<file path="src/design/ile_pkg.sv">
// ----------------------------------------------------------------------------
// ile_pkg: shared definitions for the indexed list engine
// Sizes, action and status codes, the RAM request and result records, and
// the capacity arithmetic used by the controller.
// ----------------------------------------------------------------------------
package ile_pkg;

    // Storage geometry.
    localparam int DEPTH  = 16;
    localparam int WIDTH  = 32;
    localparam int ADDR_W = $clog2(DEPTH);
    localparam int CNT_W  = 5;

    // Action codes carried on the input beat.
    typedef enum logic [1:0] {
        ACT_APPEND = 2'd0,
        ACT_INSERT = 2'd1,
        ACT_ERASE  = 2'd2,
        ACT_READ   = 2'd3
    } t_action;

    // Status codes carried on the result beat.
    typedef enum logic [1:0] {
        ST_OK    = 2'd0,
        ST_RANGE = 2'd1,
        ST_FULL  = 2'd2
    } t_status;

    // One access to the entry RAM: a write and a read address.
    typedef struct packed {
        logic              we;
        logic [ADDR_W-1:0] waddr;
        logic [WIDTH-1:0]  wdata;
        logic [ADDR_W-1:0] raddr;
    } t_ram_req;

    // One result beat.
    typedef struct packed {
        logic [31:0]      read_value;
        t_status          status;
        logic [CNT_W-1:0] count;
        logic [CNT_W-1:0] capacity;
        logic             empty;
    } t_result;

    // Clamp a capacity value to the list depth.
    function automatic logic [CNT_W-1:0] sat_depth(input logic [CNT_W:0] v);
        logic [CNT_W-1:0] r;
        if (v > (CNT_W+1)'(DEPTH)) begin
            r = CNT_W'(DEPTH);
        end else begin
            r = v[CNT_W-1:0];
        end
        return r;
    endfunction

    // Growth step: zero becomes one, anything else doubles, capped at the depth.
    function automatic logic [CNT_W-1:0] grow_cap(input logic [CNT_W-1:0] cap);
        logic [CNT_W-1:0] r;
        if (cap == '0) begin
            r = CNT_W'(1);
        end else begin
            r = sat_depth({cap, 1'b0});
        end
        return r;
    endfunction

endpackage

</file>
<file path="src/design/ile_ram.sv">
// ----------------------------------------------------------------------------
// ile_ram: simple dual-port synchronous RAM
// One write port and one read port; read data is registered, so it appears
// in the cycle after the address. A read of the address being written returns
// the old contents.
// ----------------------------------------------------------------------------
module ile_ram #(
    parameter int W  = 32,
    parameter int D  = 16,
    parameter int AW = $clog2(D)
) (
    input  logic          i_clk,
    input  logic          i_we,
    input  logic [AW-1:0] i_waddr,
    input  logic [W-1:0]  i_wdata,
    input  logic [AW-1:0] i_raddr,
    output logic [W-1:0]  o_rdata
);

    logic [W-1:0] mem [D];

    // Write port.
    always_ff @(posedge i_clk) begin
        if (i_we) begin
            mem[i_waddr] <= i_wdata;
        end
    end

    // Registered read port.
    always_ff @(posedge i_clk) begin
        o_rdata <= mem[i_raddr];
    end

endmodule

</file>
<file path="src/design/ile_ctrl.sv">
// ----------------------------------------------------------------------------
// ile_ctrl: list sequencer
// Holds the entry count and the reported capacity, checks each action, and
// drives the entry RAM. Insert and erase move entries one at a time through
// a read-then-write pipeline; reads and writes in flight always touch
// different entries, so no forwarding is needed.
// ----------------------------------------------------------------------------
module ile_ctrl (
    input  logic                       i_clk,
    input  logic                       i_rst_n,
    input  logic                       i_accept,
    input  logic [1:0]                 i_action,
    input  logic [4:0]                 i_position,
    input  logic [31:0]                i_element_value,
    input  logic                       i_cfg_write,
    input  logic [4:0]                 i_cfg_data,
    input  logic [ile_pkg::WIDTH-1:0]  i_ram_rdata,
    output ile_pkg::t_ram_req          o_ram_req,
    output logic                       o_idle,
    output logic                       o_res_valid,
    output ile_pkg::t_result           o_res
);
    import ile_pkg::*;

    typedef enum logic [4:0] {
        S_IDLE  = 5'b00001,
        S_SHIFT = 5'b00010,
        S_FLUSH = 5'b00100,
        S_PUT   = 5'b01000,
        S_READ  = 5'b10000
    } t_state;

    t_state            r_state, n_state;
    logic [CNT_W-1:0]  r_count, n_count;
    logic [CNT_W-1:0]  r_cap, n_cap;
    logic              r_pend, n_pend;
    logic [ADDR_W-1:0] r_rd_addr, n_rd_addr;
    logic [ADDR_W-1:0] r_end, n_end;
    logic [ADDR_W-1:0] r_wr_addr, n_wr_addr;
    logic              r_up, n_up;
    logic              r_ins, n_ins;
    logic [ADDR_W-1:0] r_pos, n_pos;
    logic [WIDTH-1:0]  r_val, n_val;

    logic              full;
    logic [CNT_W-1:0]  cap_after_add;
    logic [ADDR_W-1:0] pos_a;
    logic [ADDR_W-1:0] cnt_a;
    logic [ADDR_W-1:0] last_a;
    logic [ADDR_W-1:0] pos_p1;
    logic [WIDTH-1:0]  val_w;
    logic [31:0]       rd_value;
    t_status           status;

    // Decoded views of the current state and the incoming beat.
    assign full          = (r_count == CNT_W'(DEPTH));
    assign cap_after_add = (r_count >= r_cap) ? grow_cap(r_cap) : r_cap;
    assign pos_a         = i_position[ADDR_W-1:0];
    assign cnt_a         = r_count[ADDR_W-1:0];
    assign last_a        = ADDR_W'(r_count - CNT_W'(1));
    assign pos_p1        = ADDR_W'(i_position + 5'd1);
    assign val_w         = WIDTH'(i_element_value);

    // Sequencer and RAM access.
    always_comb begin
        n_state   = r_state;
        n_count   = r_count;
        n_cap     = r_cap;
        n_pend    = r_pend;
        n_rd_addr = r_rd_addr;
        n_end     = r_end;
        n_wr_addr = r_wr_addr;
        n_up      = r_up;
        n_ins     = r_ins;
        n_pos     = r_pos;
        n_val     = r_val;

        o_ram_req.we    = 1'b0;
        o_ram_req.waddr = r_wr_addr;
        o_ram_req.wdata = i_ram_rdata;
        o_ram_req.raddr = r_rd_addr;

        o_res_valid = 1'b0;
        rd_value    = '0;
        status      = ST_OK;

        case (r_state)
            S_IDLE: begin
                o_ram_req.raddr = pos_a;
                if (i_cfg_write) begin
                    // A configuration write reconstructs the list.
                    n_cap   = sat_depth({1'b0, i_cfg_data});
                    n_count = '0;
                end else if (i_accept) begin
                    n_pend = 1'b0;
                    case (t_action'(i_action))
                        ACT_APPEND: begin
                            o_res_valid = 1'b1;
                            if (full) begin
                                status = ST_FULL;
                            end else begin
                                o_ram_req.we    = 1'b1;
                                o_ram_req.waddr = cnt_a;
                                o_ram_req.wdata = val_w;
                                n_count         = r_count + CNT_W'(1);
                                n_cap           = cap_after_add;
                            end
                        end
                        ACT_INSERT: begin
                            if (i_position > r_count) begin
                                status      = ST_RANGE;
                                o_res_valid = 1'b1;
                            end else if (full) begin
                                status      = ST_FULL;
                                o_res_valid = 1'b1;
                            end else begin
                                n_count = r_count + CNT_W'(1);
                                n_cap   = cap_after_add;
                                if (i_position == r_count) begin
                                    // Insert at the end needs no moves.
                                    o_ram_req.we    = 1'b1;
                                    o_ram_req.waddr = pos_a;
                                    o_ram_req.wdata = val_w;
                                    o_res_valid     = 1'b1;
                                end else begin
                                    // Move entries up, from the last one down.
                                    n_rd_addr = last_a;
                                    n_end     = pos_a;
                                    n_up      = 1'b0;
                                    n_ins     = 1'b1;
                                    n_pos     = pos_a;
                                    n_val     = val_w;
                                    n_state   = S_SHIFT;
                                end
                            end
                        end
                        ACT_ERASE: begin
                            if (i_position >= r_count) begin
                                status      = ST_RANGE;
                                o_res_valid = 1'b1;
                            end else begin
                                n_count = r_count - CNT_W'(1);
                                if (pos_a == last_a) begin
                                    // Erasing the last entry needs no moves.
                                    o_res_valid = 1'b1;
                                end else begin
                                    // Move entries down, from the one after
                                    // the hole to the last one.
                                    n_rd_addr = pos_p1;
                                    n_end     = last_a;
                                    n_up      = 1'b1;
                                    n_ins     = 1'b0;
                                    n_state   = S_SHIFT;
                                end
                            end
                        end
                        ACT_READ: begin
                            if (i_position >= r_count) begin
                                status      = ST_RANGE;
                                o_res_valid = 1'b1;
                            end else begin
                                n_state = S_READ;
                            end
                        end
                        default: begin
                            n_state = S_IDLE;
                        end
                    endcase
                end
            end
            S_SHIFT: begin
                // Write back the entry read last cycle while reading the next.
                o_ram_req.we = r_pend;
                n_pend       = 1'b1;
                n_wr_addr    = r_up ? (r_rd_addr - ADDR_W'(1)) : (r_rd_addr + ADDR_W'(1));
                if (r_rd_addr == r_end) begin
                    n_state = S_FLUSH;
                end else begin
                    n_rd_addr = r_up ? (r_rd_addr + ADDR_W'(1)) : (r_rd_addr - ADDR_W'(1));
                end
            end
            S_FLUSH: begin
                // Last moved entry goes back into the RAM.
                o_ram_req.we = 1'b1;
                if (r_ins) begin
                    n_state = S_PUT;
                end else begin
                    o_res_valid = 1'b1;
                    n_state     = S_IDLE;
                end
            end
            S_PUT: begin
                // The new word fills the opened slot.
                o_ram_req.we    = 1'b1;
                o_ram_req.waddr = r_pos;
                o_ram_req.wdata = r_val;
                o_res_valid     = 1'b1;
                n_state         = S_IDLE;
            end
            S_READ: begin
                rd_value    = 32'(i_ram_rdata);
                o_res_valid = 1'b1;
                n_state     = S_IDLE;
            end
            default: begin
                n_state = S_IDLE;
            end
        endcase
    end

    // Result fields show the state after the action.
    assign o_res.read_value = rd_value;
    assign o_res.status     = status;
    assign o_res.count      = n_count;
    assign o_res.capacity   = n_cap;
    assign o_res.empty      = (n_count == '0);
    assign o_idle           = (r_state == S_IDLE);

    // Control registers.
    always_ff @(posedge i_clk) begin
        if (!i_rst_n) begin
            r_state <= S_IDLE;
            r_count <= '0;
            r_cap   <= '0;
            r_pend  <= 1'b0;
        end else begin
            r_state <= n_state;
            r_count <= n_count;
            r_cap   <= n_cap;
            r_pend  <= n_pend;
        end
    end

    // Move bookkeeping.
    always_ff @(posedge i_clk) begin
        r_rd_addr <= n_rd_addr;
        r_end     <= n_end;
        r_wr_addr <= n_wr_addr;
        r_up      <= n_up;
        r_ins     <= n_ins;
        r_pos     <= n_pos;
        r_val     <= n_val;
    end

endmodule

</file>
<file path="src/design/indexed_list_engine.sv">
// Throughput: one item at a time; the next beat is taken only after the result beat has
// left the output register. Moves go one entry per cycle.
// Reset: count and capacity clear to zero; entry contents are not cleared.
// A configuration write sets the capacity and empties the list.
// ----------------------------------------------------------------------------
// indexed_list_engine: bounded ordered list of words
// Top level: entry RAM, sequencer and the result output register.
// ----------------------------------------------------------------------------
module indexed_list_engine (
    input  logic        i_clk,
    input  logic        i_rst_n,
    input  logic        i_valid,
    output logic        o_stall,
    input  logic [1:0]  i_action,
    input  logic [4:0]  i_position,
    input  logic [31:0] i_element_value,
    output logic        o_valid,
    input  logic        i_stall,
    output logic [31:0] o_read_value,
    output logic [1:0]  o_status,
    output logic [4:0]  o_count,
    output logic [4:0]  o_capacity_now,
    output logic        o_empty_res,
    input  logic        i_cfg_valid,
    output logic        o_cfg_ready,
    input  logic [4:0]  i_cfg_data
);
    import ile_pkg::*;

    t_ram_req         w_ram_req;
    logic [WIDTH-1:0] w_ram_rdata;
    logic             w_idle;
    logic             w_res_valid;
    t_result          w_res;
    logic             w_in_accept;
    logic             w_cfg_write;
    logic             r_out_valid;
    t_result          r_out;

    // Handshakes: a new beat is taken only with the sequencer idle, the output
    // register free and no configuration write on offer. A configuration
    // write is taken only while the sequencer is idle.
    assign o_stall     = !(w_idle && !r_out_valid) || i_cfg_valid;
    assign w_in_accept = i_valid && !o_stall;
    assign o_cfg_ready = w_idle;
    assign w_cfg_write = i_cfg_valid && o_cfg_ready;

    // Entry storage.
    ile_ram #(
        .W (WIDTH),
        .D (DEPTH),
        .AW(ADDR_W)
    ) u_ram (
        .i_clk  (i_clk),
        .i_we   (w_ram_req.we),
        .i_waddr(w_ram_req.waddr),
        .i_wdata(w_ram_req.wdata),
        .i_raddr(w_ram_req.raddr),
        .o_rdata(w_ram_rdata)
    );

    // Sequencer.
    ile_ctrl u_ctrl (
        .i_clk          (i_clk),
        .i_rst_n        (i_rst_n),
        .i_accept       (w_in_accept),
        .i_action       (i_action),
        .i_position     (i_position),
        .i_element_value(i_element_value),
        .i_cfg_write    (w_cfg_write),
        .i_cfg_data     (i_cfg_data),
        .i_ram_rdata    (w_ram_rdata),
        .o_ram_req      (w_ram_req),
        .o_idle         (w_idle),
        .o_res_valid    (w_res_valid),
        .o_res          (w_res)
    );

    // Output register: holds a result beat until it is taken.
    always_ff @(posedge i_clk) begin
        if (!i_rst_n) begin
            r_out_valid <= 1'b0;
        end else if (w_res_valid) begin
            r_out_valid <= 1'b1;
        end else if (!i_stall) begin
            r_out_valid <= 1'b0;
        end
    end

    always_ff @(posedge i_clk) begin
        if (w_res_valid) begin
            r_out <= w_res;
        end
    end

    assign o_valid        = r_out_valid;
    assign o_read_value   = r_out.read_value;
    assign o_status       = r_out.status;
    assign o_count        = r_out.count;
    assign o_capacity_now = r_out.capacity;
    assign o_empty_res    = r_out.empty;

    // A result never lands on an occupied output register.
    a_no_overwrite: assert property (@(posedge i_clk) disable iff (!i_rst_n)
        w_res_valid |-> !r_out_valid)
        else $error("result produced while output register full");

    // After an accepted beat the block stalls in the next cycle.
    a_busy_after_accept: assert property (@(posedge i_clk) disable iff (!i_rst_n)
        w_in_accept |=> o_stall)
        else $error("input accepted again before previous result");

    // The count never passes the reported capacity or the depth.
    a_count_bound: assert property (@(posedge i_clk) disable iff (!i_rst_n)
        o_valid |-> (o_count <= o_capacity_now) && (o_capacity_now <= CNT_W'(DEPTH))
                    && (o_empty_res == (o_count == '0)))
        else $error("count or capacity out of bounds");

endmodule

</file>
<file path="config.mk">
export PLATFORM = sky130hd
export DESIGN_NAME = indexed_list_engine
export DESIGN_NICKNAME = d
export VERILOG_FILES = /design/src/design/ile_pkg.sv /design/src/design/ile_ram.sv /design/src/design/ile_ctrl.sv /design/src/design/indexed_list_engine.sv
export SDC_FILE = /design/constraint.sdc
export NUM_CORES = 1
export LEC_CHECK = 0
export BUFFER_PORTS_ARGS = -buffer_cell sky130_fd_sc_hd__buf_4
export CAP_MARGIN = 40
export CORE_MARGIN = 3
export CORE_UTILIZATION = 45
export DETAILED_ROUTE_END_ITERATION = 12
export GPL_TIMING_DRIVEN = 0
export PLACE_DENSITY_LB_ADDON = 0.3
export SLEW_MARGIN = 25
export SYNTH_ARGS = -nofsm -noshare
export SYNTH_HDL_FRONTEND = slang
export SYNTH_HIERARCHICAL = 1
export SYNTH_SLANG_ARGS = --single-unit
</file>
<file path="constraint.sdc">
create_clock -name i_clk -period 7.7 [get_ports i_clk]
set_input_delay 0 -clock i_clk [delete_from_list [all_inputs] [get_ports i_clk]]
set_output_delay 0 -clock i_clk [all_outputs]
set_load 0.05 [all_outputs]
</file>
Word level (Yosys, flattened, before mapping)
Memories as Yosys holds them, arrays and structs flattened. A register that Yosys moved wholly into a read port is not among the register bits. Cells that the tools add are included.

Logic and storage cells: 176. RAM bits: 512. Memories kept: 1. Flip-flop bits (word level): 112. Bits of input ports: 49. Output and inout port bits: 48.

Memory list: u_ram.mem (depth 16, bits a word 32, read ports 1, clocked after Yosys merged registers in 1, wr ports 1, line ile_ram.sv:20) `logic [W-1:0] mem [D];`.

Bitwise gates (word level): 6. Reductions and logical operators: 21. $add $sub $neg: 5. Equal/unequal tests: 30. Multiplexer cells: 91. Magnitude comparators: 5.

Operators by type and width (count): 2-to-1 mux 37 bit (6); 2-to-1 mux 5 bit (24); case mux 37 bit (2 select lines) (1); case mux 36 bit (2 select lines) (1); 2-to-1 mux 4 bit (17); case mux 5 bit (3 select lines) (3); 2-to-1 mux 1 bit (26); case mux 4 bit (2 select lines) (3); AND reduction 10 bit (2); inequality test 3 bit (second input constant) (6); inequality test 2 bit (second input constant) (7); == test 5 bit (second input constant) (2); greater-or-equal comparator 5 bit (2); logical NOT 5 bit (2); case mux 5 bit (2 select lines) (1); AND reduction 9 bit (1); adder 4 x 1 -> 4 bit (second input constant) (2); == test 4 bit (2); AND reduction 7 bit (1); greater-than comparator 6 x 5 -> 1 bit (second input constant) (1); inequality test 2 x 1 -> 1 bit (second input constant) (3); inverter 1 bit (6); case mux 1 bit (2 select lines) (3); case mux 1 bit (3 select lines) (2); 25 further kinds (34).

Longest topological paths before layout
Word-level depth: 11. Gate-level depth with buffers: 14. Gate-level depth less buffers: 12.

Cells and area by module
The synthesis kept the hierarchy.

By module, submodules not included: ile_ram (cells each 838, sequential area each 16015.4 µm², area each 19835.3 µm², times used 1); ile_ctrl (cells each 513, sequential area each 1821.7 µm², area each 4625.7 µm², times used 1); indexed_list_engine (cells each 52, sequential area each 1371.3 µm², area each 1407.6 µm², times used 1).

Least setup slack after synthesis
No wires, ideal clock.

Path kind: register to register. From: register u_ctrl.r_state[1]. To: register u_ctrl.r_pos[0], enable pin. Cell stages (with the launch flop): 10. Period minus slack after synthesis: 6348 ps. Path buffers: 2. Data arrival time: 5816 ps. Setup slack: 1352 ps. Data required time: 7167 ps. Setup time: 533 ps. Cells stage by stage: dfxtp_1 nor2_2 nand3_1 inv_1 buf_6 or3b_1 nor2_2 buf_2 nand2_4 nor4b_1.

Word-level cells in the longest chain between the ends: 7. Elaborated cells on any way between the ends: 9. Those cells by class: eq/ne: 1; bitwise: 1; reduce/logical: 7.

Ends and longest elaborated chain: from (decl) (line ile_ctrl.sv:33) `t_state r_state, n_state;`; from (signal assigned) (line ile_ctrl.sv:227) `r_state <= n_state;`; == test 5 x 1 -> 1 bit (line ile_ctrl.sv:217) `assign o_idle = (r_state == S_IDLE);`; via o_cfg_ready (line indexed_list_engine.sv:25) `output logic o_cfg_ready,`; logical AND 1 bit (line indexed_list_engine.sv:43) `assign o_stall = !(w_idle && !r_out_valid) || i_cfg_valid;`; logical NOT 1 bit (line indexed_list_engine.sv:43); logical OR 1 bit (line indexed_list_engine.sv:43); via o_stall (line indexed_list_engine.sv:13) `output logic o_stall,`; logical NOT 1 bit (line indexed_list_engine.sv:44) `assign w_in_accept = i_valid && !o_stall;`; logical AND 1 bit (line indexed_list_engine.sv:44); via w_in_accept (line indexed_list_engine.sv:35) `logic w_in_accept;`; AND reduction 7 bit (no line); to (signal assigned) (line ile_ctrl.sv:241) `r_pos <= n_pos;`; to (decl) (line ile_ctrl.sv:42) `logic [ADDR_W-1:0] r_pos, n_pos;`.

The timed path passes the listed nets, and every way through them passes these cells. A chain may end at the register's enable or synchronous reset.

==> impl_metrics.toml <==
[power]
p_per_area_mw_per_mm2 = 254
p_int_mw = 6.17
switchingPower_mw = 1.74
p_leak_nw = 10.5
sw_frac_of_total_pct = 22.0
irDropWorstVdd_mv = 0.151
power.share.clock_pct = 40.1
finalPower_mw = 7.91
pwr-share-comb_pct = 8.2
power_frac_seq_pct = 51.7

[drt]
dr_total_vias = 14000
wl_per_cell_um = 24.3
first_pass_iters = 5
vias_per_cell = 5.65
dr.first_iter.drc_count = 1392
route.detailed.drc = 0
drt_wl_total_um = 60300
antenna_left = 0

[yosys]
ys_seq_elements = 656
netlist.area_leader.share_pct = 70.5
synth_compound_area_share_pct = 5.37
yosys_warnings = 6
async_reset_ff_share_pct = 0
synthMuxAreaShare_pct = 11.4
synth_edf_count = 607
yosysSeqAreaShare_pct = 74.3
ys_types = 72
synth_top_family_by_area = "multiplexers"
yosys_most_used_dff = "edfxtp_1"
synth_xor_area_share_pct = 0.672
synth_area_leaders = "edfxtp_1, mux4_2, dfxtp_1"
netlist_instances = 1403
syn_nets = 1472
synth_top_area_cell = "edfxtp_1"
synth-adder-area-share_pct = 0.967
yosys.area_share.simple_pct = 5.59
syn_avg_cell_area_um2 = 18.4
synth_area_mm2 = 0.0259

[critical_path]
worst-path-buf-inv = 6
cp-start-kind = "flip-flop"
cp_slowest_stage_delay_ns = 0.61
crit_chain = "nor2_2 > nand3_1 > inv_1 > buf_6 > or3b_1 > nor2_2 > buf_2 > o2111ai_1 > nor2_1 > nor2_2 > a221o_1 > or3b_2 > nor3_2 > buf_4 > buf_6 > buf_4"
path_class = "flip-flop to flip-flop"
worstPathRequired_ns = 7.98
r2r-start = "u_ctrl/r_state[1]"
critPathTopFamily = "simple AND/OR/NAND/NOR gates"
r2r_slack_ns = 2.83
endpoint_kind = "flip-flop"
cp_data_arrival_time_ns = 5.15
crit_fanout = 12
cpMostUsedCell = "nor2_2"
critical_path.startpoint = "u_ctrl/r_state[1]"
crit_path_top_delay_cell = "or3b_2"

[sta]
timing.hold.ws_ns = 0.0391
finalSetupViolCount = 0
drv_slew = 0
maxSlewHeadroom_pct = 40.8
max_clock_freq_ghz = 0.205
skew_ns = 0.0188
rsz0062_at_grt = "no"
finalCritPeriodShare_pct = 63.3
setup_slack_ns = 2.83
worst_slew_pin_slew_ns = 0.887
period_needed_ns = 4.87
hold_violations = 0

[final_layout]
fillers = 4381
drive_gt1_share_pct = 25.9
syn_to_final_growth_pct = 20.6
final_util_pct = 55.1
fin_cells = 2482
final_nets = 1744
register_area_mm2 = 0.0192
multi_input_area_mm2 = 0.00634

[floorplan]
io_pins = 97
core_area_mm2 = 0.0566
rows = 87
dieArea_mm2 = 0.0604
die_w_um = 246
fp.dieH_um = 246
start_util_pct = 45.7

[worst_hold_path]
min_path_type = "input pin to flip-flop"
hold_start = "i_action[0]"

[clocking]
cts.clk_slew.worst_paths_ns = 0.07
numCtsBuffers = 67
clock_latency_ns = 0.59
cts_max_path_buffers = 3
cts_max_level = 3
post-cts-setup-buffer-count = 0
clock-sinks = 656
cts_root_buf = "clkbuf_16"
cts_tree = "yes"

[status]
outcome = "completed"

[placed_design]
dpl_worst_slack_ns = 2.89
place_inst = 2309
gp_congestion = 0.858
placement.io_buffers = 96
dpl.hpwl_um = 40200

[global_route]
grt_pass1_vias = 14400
gr-usage-all-layers_pct = 20.3
grt_max_degree = 19
grt_first_pass_wirelength_um = 90900
grt_overflow = 0
antenna_found_initial = 2

[flow_run]
drv_cap = 0
-- repair_timing --
item | in CTS | in global routing
hold buffers | 48 | 0
hold endpoints to repair | 64 | 0
gates resized for setup | 0 | 0
-- cells in the final DEF (no fill, tap or decap), drive strengths merged, types with 7 or more instances in the layout --
cell type / instances
ha: 20
and2: 46
buf: 195
a21oi: 15
clkinv: 20
dfxtp: 49
o211ai: 10
nand2b: 9
inv: 29
dlygate4sd3: 48
xnor2: 11
nand2: 123
xor2: 8
o21ai: 26
edfxtp: 607
nor3: 14
clkbuf: 124
and3: 7
a22oi: 100
mux4: 128
nand3: 13
nor2: 43
-- stage by stage --
| step | TNS (ns) | area (um2) |
|---|---|---|
| finish | 0 | 31200 |
| CTS | 0 | 31100 |
| global route | 0 | 31200 |
| floorplan | 0 | 25900 |
| global placement | -225.10 | 27500 |
| detailed placement | 0 | 28500 |
-- tightest hold or removal path: cells and delay by family --
kind | cells | cell delay, ns
adders and majority gates | 1 | 0.28
buffers and inverters | 2 | 0.14
-- cell families after synthesis --
family,count (synthesis)
AO/OA/AOI/OAI,187
XOR/XNOR,19
adder cells (fa/ha/maj),20
buffers and inverters,101
flip-flops,656
multiplexers,134
AND/OR/NAND/NOR,286
-- registers in the layout (all words and copies together), names as in the netlist, 2 cells and up --
signal            cells
u_ctrl/r_val         32
o_count               5
o_read_value         32
u_ctrl/r_state        5
u_ctrl/r_cap          5
u_ctrl/r_end          4
u_ctrl/r_pos          4
o_capacity_now        5
u_ram/o_rdata        32
u_ctrl/r_wr_addr      4
u_ram/mem           512
u_ctrl/r_count        5
o_status              2
u_ctrl/r_rd_addr      4
-- synth_stat cells (14+ instances only) --
cell type / n
a21oi_1: 14
a22oi_1: 100
and2_1: 46
buf_2: 16
clkbuf_1: 33
dfxtp_1: 49
edfxtp_1: 607
ha_1: 20
inv_1: 27
mux4_2: 128
nand2_1: 121
nor2_1: 39
o21ai_0: 20
-- cell type report --
type | count | area share, %
Inverter | 27 | 0.325
Clock inverter | 29 | 0.947
Sequential cell | 656 | 61.6
Buffer | 74 | 1.15
Timing Repair Buffer | 203 | 6.75
Tap cell | 756 | 3.03
Antenna cell | 1 | 0.00802
Multi-Input combinational cell | 646 | 20.3
Clock buffer | 90 | 5.89
-- metal layers --
metal	GRT usage [%]	up-vias	share of wire, %
met4	6.43	2	2.4
met3	3.75	103	6.8
li1	-	6183	-
met5	0	-	0.022
met2	33.3	516	49
met1	27.7	7211	42
-- path summary, 6_finish.rpt --
| kind | to | depth (start not counted) |
|---|---|---|
| hold reg to reg | u_ctrl/r_pend | 2 |
| setup / recovery | u_ram/mem[0][13] | 16 |
| hold / removal | u_ctrl/r_up | 3 |
| setup reg to reg | u_ram/mem[0][13] | 16 |
-- power by group through the flow --
stage	clock, mW	combinational (mW)	sequential, mW
after floorplan	0	0.384	4.18
after global placement	0	0.603	4.16
after detailed placement	0	0.629	4.16
after CTS	3.24	0.650	4.09
after global routing	3.38	0.706	4.09
final	3.18	0.649	4.09
(Power assumes the default switching activity.)
